**config.mk**
```make
export PLATFORM = sky130hd
export DESIGN_NAME = pffl_range
export DESIGN_NICKNAME = d
export VERILOG_FILES = /design/src/pffl_pkg.sv /design/src/pffl_range.sv
export SDC_FILE = /design/constraint.sdc
export NUM_CORES = 1
export LEC_CHECK = 0
export ABC_AREA = 1
export BUFFER_PORTS_ARGS = -buffer_cell sky130_fd_sc_hd__buf_2
export CAP_MARGIN = 15
export CORE_MARGIN = 8
export CORE_UTILIZATION = 25
export DETAILED_ROUTE_END_ITERATION = 8
export PLACE_DENSITY = 0.58
export SYNTH_ARGS = -nofsm -noshare
export SYNTH_HDL_FRONTEND = slang
export SYNTH_SLANG_ARGS = --single-unit
```
**constraint.sdc**
```tcl
create_clock -name vclk -period 6.95
set_clock_uncertainty 0.2 [all_clocks]
set_input_delay 1.0425 -clock vclk [all_inputs]
set_output_delay 1.0425 -clock vclk [all_outputs]
set_load 0.05 [all_outputs]
```
**src/pffl_pkg.sv**
```systemverilog
`default_nettype none
package pffl_pkg;

    // item kinds carried on the kind port
    typedef enum logic [2:0] {
        KIND_CLEAR   = 3'd0,
        KIND_RESERVE = 3'd1,
        KIND_ADD_RAM = 3'd2,
        KIND_ALLOC   = 3'd3,
        KIND_FREE    = 3'd4
    } kind_t;

    // widths of the fixed result fields
    localparam int ADDR_W  = 32;
    localparam int COUNT_W = 11;

endpackage
`default_nettype wire

```
**src/pffl_range.sv**
```systemverilog
`default_nettype none
// Turns a byte range into a frame walk [first, stop).
// Reserve rounds outward, add-RAM rounds inward; stop is clamped to the map.
module pffl_range #(
    parameter int FRAME_COUNT = 1024,
    parameter int PAGE_BYTES  = 4096,
    parameter int WW          = 21
) (
    input  wire logic [2:0]              kind,
    input  wire logic [31:0]             region_start,
    input  wire logic [31:0]             region_end,
    output logic      [WW-1:0]           first,
    output logic      [WW-1:0]           stop
);
    import pffl_pkg::*;

    localparam int          PAGE_SHIFT = $clog2(PAGE_BYTES);
    localparam logic [32:0] RoundAdd   = 33'(PAGE_BYTES - 1);

    logic          is_rsv;
    logic [32:0]   lo_sum;
    logic [32:0]   hi_sum;
    logic [WW-1:0] stop_raw;

    // round start up for RAM, round end up for reserve
    always_comb
    begin
        is_rsv   = (kind_t'(kind) == KIND_RESERVE);
        lo_sum   = {1'b0, region_start} + (is_rsv ? 33'd0 : RoundAdd);
        hi_sum   = {1'b0, region_end} + (is_rsv ? RoundAdd : 33'd0);
        first    = WW'(lo_sum >> PAGE_SHIFT);
        stop_raw = WW'(hi_sum >> PAGE_SHIFT);
        stop     = (stop_raw > WW'(FRAME_COUNT)) ? WW'(FRAME_COUNT) : stop_raw;
    end

endmodule
`default_nettype wire

```
==> flow_metrics.env <==
export IMPL_worst_pin_slew_ns=0.592
export IMPL_critPathRequiredTime_ns=5.71
export IMPL_rsz0062_at_grt="no"
export IMPL_drive_gt1_share_pct=19.4
export IMPL_hold_path_depth=3
export IMPL_antenna_found_initial=0
export IMPL_critPathMaxFanout=12
export IMPL_wl_per_cell_um=12.0
export IMPL_slew_headroom_pct=60.5
export IMPL_dp_final_hpwl_um=7400
export IMPL_dp_cells=688
export IMPL_power_switching_mw=0.114
export IMPL_diodes=0
export IMPL_place_gp_congestion=0.906
export IMPL_drt_pre_antenna_iters=4
export IMPL_vias_per_cell=4.52
export IMPL_p_clk_share_pct=0
export IMPL_areaGrowthSynthToFinish_pct=24.6
export IMPL_drc=0
export IMPL_seq_area_sq_um=0
export IMPL_seq_cells=0
export IMPL_die_w_um=113
export IMPL_gr_total_overflow=0
export IMPL_start_util_pct=25.6
export IMPL_p_leak_nw=1.77
export IMPL_netlist_area_sq_um=2340
export IMPL_grt_pass1_vias=3190
export IMPL_crit_path_start_kind="input port"
export IMPL_multi_input_area_sq_um=1960
export IMPL_layout_commonest_cell="nand2_1"
export IMPL_vias=3107
export IMPL_final_cell_mix="nand2_1 (162), buf_2 (99), inv_1 (86), nor2_1 (65), nand3_1 (34)"
export IMPL_core_sq_um=9150
export IMPL_gr_usage_all_layers_pct=12.4
export IMPL_grt_max_degree=15
export IMPL_yosysTopAreaCellShare_pct=25.9
export IMPL_drv_cap=0
export IMPL_layout_nets=668
export IMPL_cellPowerDensity_nw_per_um2=55.3
export IMPL_whs_endpoint="first[18]"
export IMPL_internal_power_mw=0.0475
export IMPL_grt_pass1_wl_um=13800
export IMPL_vdd_drop_max_v=0.0000317
export IMPL_fin_crit_sh_pct=74.7
export IMPL_criticalPathCategory="input port to output pin"
export IMPL_postSynthCellCount=481
export IMPL_die_area_sq_um=12700
export IMPL_clkbuf_count=0
export IMPL_first_iter_violations=125
export IMPL_switching_share_pct=70.6
export IMPL_hold_path_startpoint="region_start[30]"
export IMPL_period_minus_slack_ns=5.19
export IMPL_synth_cell_types=27
export IMPL_hold_path_class="input port to output pin"
export IMPL_ys_warn_count=0
export IMPL_cts_hold_buffers=0
export IMPL_p_seq_share_pct=0
export IMPL_pwr_share_comb_pct=100.0
export IMPL_setup_tns_final_ns=0
export IMPL_cts_resized=0
export IMPL_layoutNonFillerInstCount=688
export IMPL_slew_viol_final=0
export IMPL_portBuffers=99
export IMPL_ios=109
export IMPL_syn_area_per_cell_sq_um=4.87
export IMPL_ys_seq_area_share_pct=0
export IMPL_hold_viol=0
export IMPL_cts_setup_buffers=0
export IMPL_run_status="complete, no violations"
export IMPL_fillers=1055
export IMPL_clock_fmax_mhz=193
export IMPL_ant_nets=0
export IMPL_endpoint_kind="output pin"
export IMPL_synthTopCellsByArea="nand2_1 (26%), inv_1 (14%), ha_1 (12%)"
export IMPL_synth_area_leader_cell="nand2_1"
export IMPL_worstPathArrival_ns=3.95
export IMPL_setup_viol=0
export IMPL_rows=35
export IMPL_wirelength_um=8240
export IMPL_die_height_um=113
## final cells by class
cell class         instances  area share, %
multi-input cells        392           67.2
repair buffers            99           17.0
inverters                 86           11.1
well taps                111           4.76
## per-layer routing
metal | vias to the layer above | GRT usage (%) | part of all wire, %
li1 | 1698 | - | -
met1 | 1321 | 14.9 | 45
met2 | 86 | 22.9 | 47
met3 | 2 | 2.61 | 7.0
met4 | 0 | 0.450 | 0.39
met5 | - | 0 | 0
## synthesized netlist by cell type, drive strengths merged
library cell    n
nand3b          2
nand3          35
or2             1
conb            1
nand2         165
nor3           16
nor4            5
a21oi          16
nor2           72
xor2            6
nand4          20
buf            12
a21o            2
xnor2           8
o21ai           7
a31oi           2
inv            86
o21bai          3
ha             22
## metrics by stage
stage	power, mW	cell area [sq um]	util [%]	setup slack, ns	hold slack [ns]
final	0.161	2920	31.9	1.76	2.24
after floorplan	0.112	2380	-	1.90	2.12
after global placement	0.159	2920	31.9	1.79	2.25
after detailed placement	0.161	2920	31.9	1.77	2.24
after global routing	0.179	2920	31.9	1.45	2.27
after CTS	0.161	2920	31.9	1.77	2.25
## cell families after synthesis
group / Yosys count / share of synthesized area (%)
other: 1 / 0.160
adder cells (fa/ha/maj): 22 / 11.7
XOR/XNOR: 14 / 5.23
AO/OA/AOI/OAI: 30 / 7.05
buffers and inverters: 98 / 17.7
AND/OR/NAND/NOR: 316 / 58.1
## power groups by stage
stage	combinational (mW)	sequential [mW]	clock [mW]
final	0.161	0	0
after global routing	0.179	0	0
after CTS	0.161	0	0
after detailed placement	0.161	0	0
after global placement	0.159	0	0
after floorplan	0.112	0	0
## critical path, cell delays in order
cell and delay [ns]:
buf_2 0.12, inv_1 0.07, nand3_1 0.38, ha_1 0.48
nand2_1 0.09, nor4_1 0.35, nand2_1 0.12, a21oi_1 0.45
nand2_1 0.17, inv_1 0.15, nand3b_1 0.11, xnor2_1 0.14
buf_2 0.28
## worst max path at each step
| stage | startpoint | endpoint | slack, ns | cells after the start |
|---|---|---|---|---|
| global route | kind[1] | stop[2] | 1.45 | 20 |
| CTS | kind[2] | first[14] | 1.77 | 13 |
| floorplan | kind[2] | first[20] | 1.90 | 11 |
| finish | kind[2] | first[14] | 1.76 | 13 |
| detailed placement | kind[2] | first[14] | 1.77 | 13 |
| global placement | kind[2] | first[14] | 1.79 | 13 |
Power figures use the tool's default switching activity.
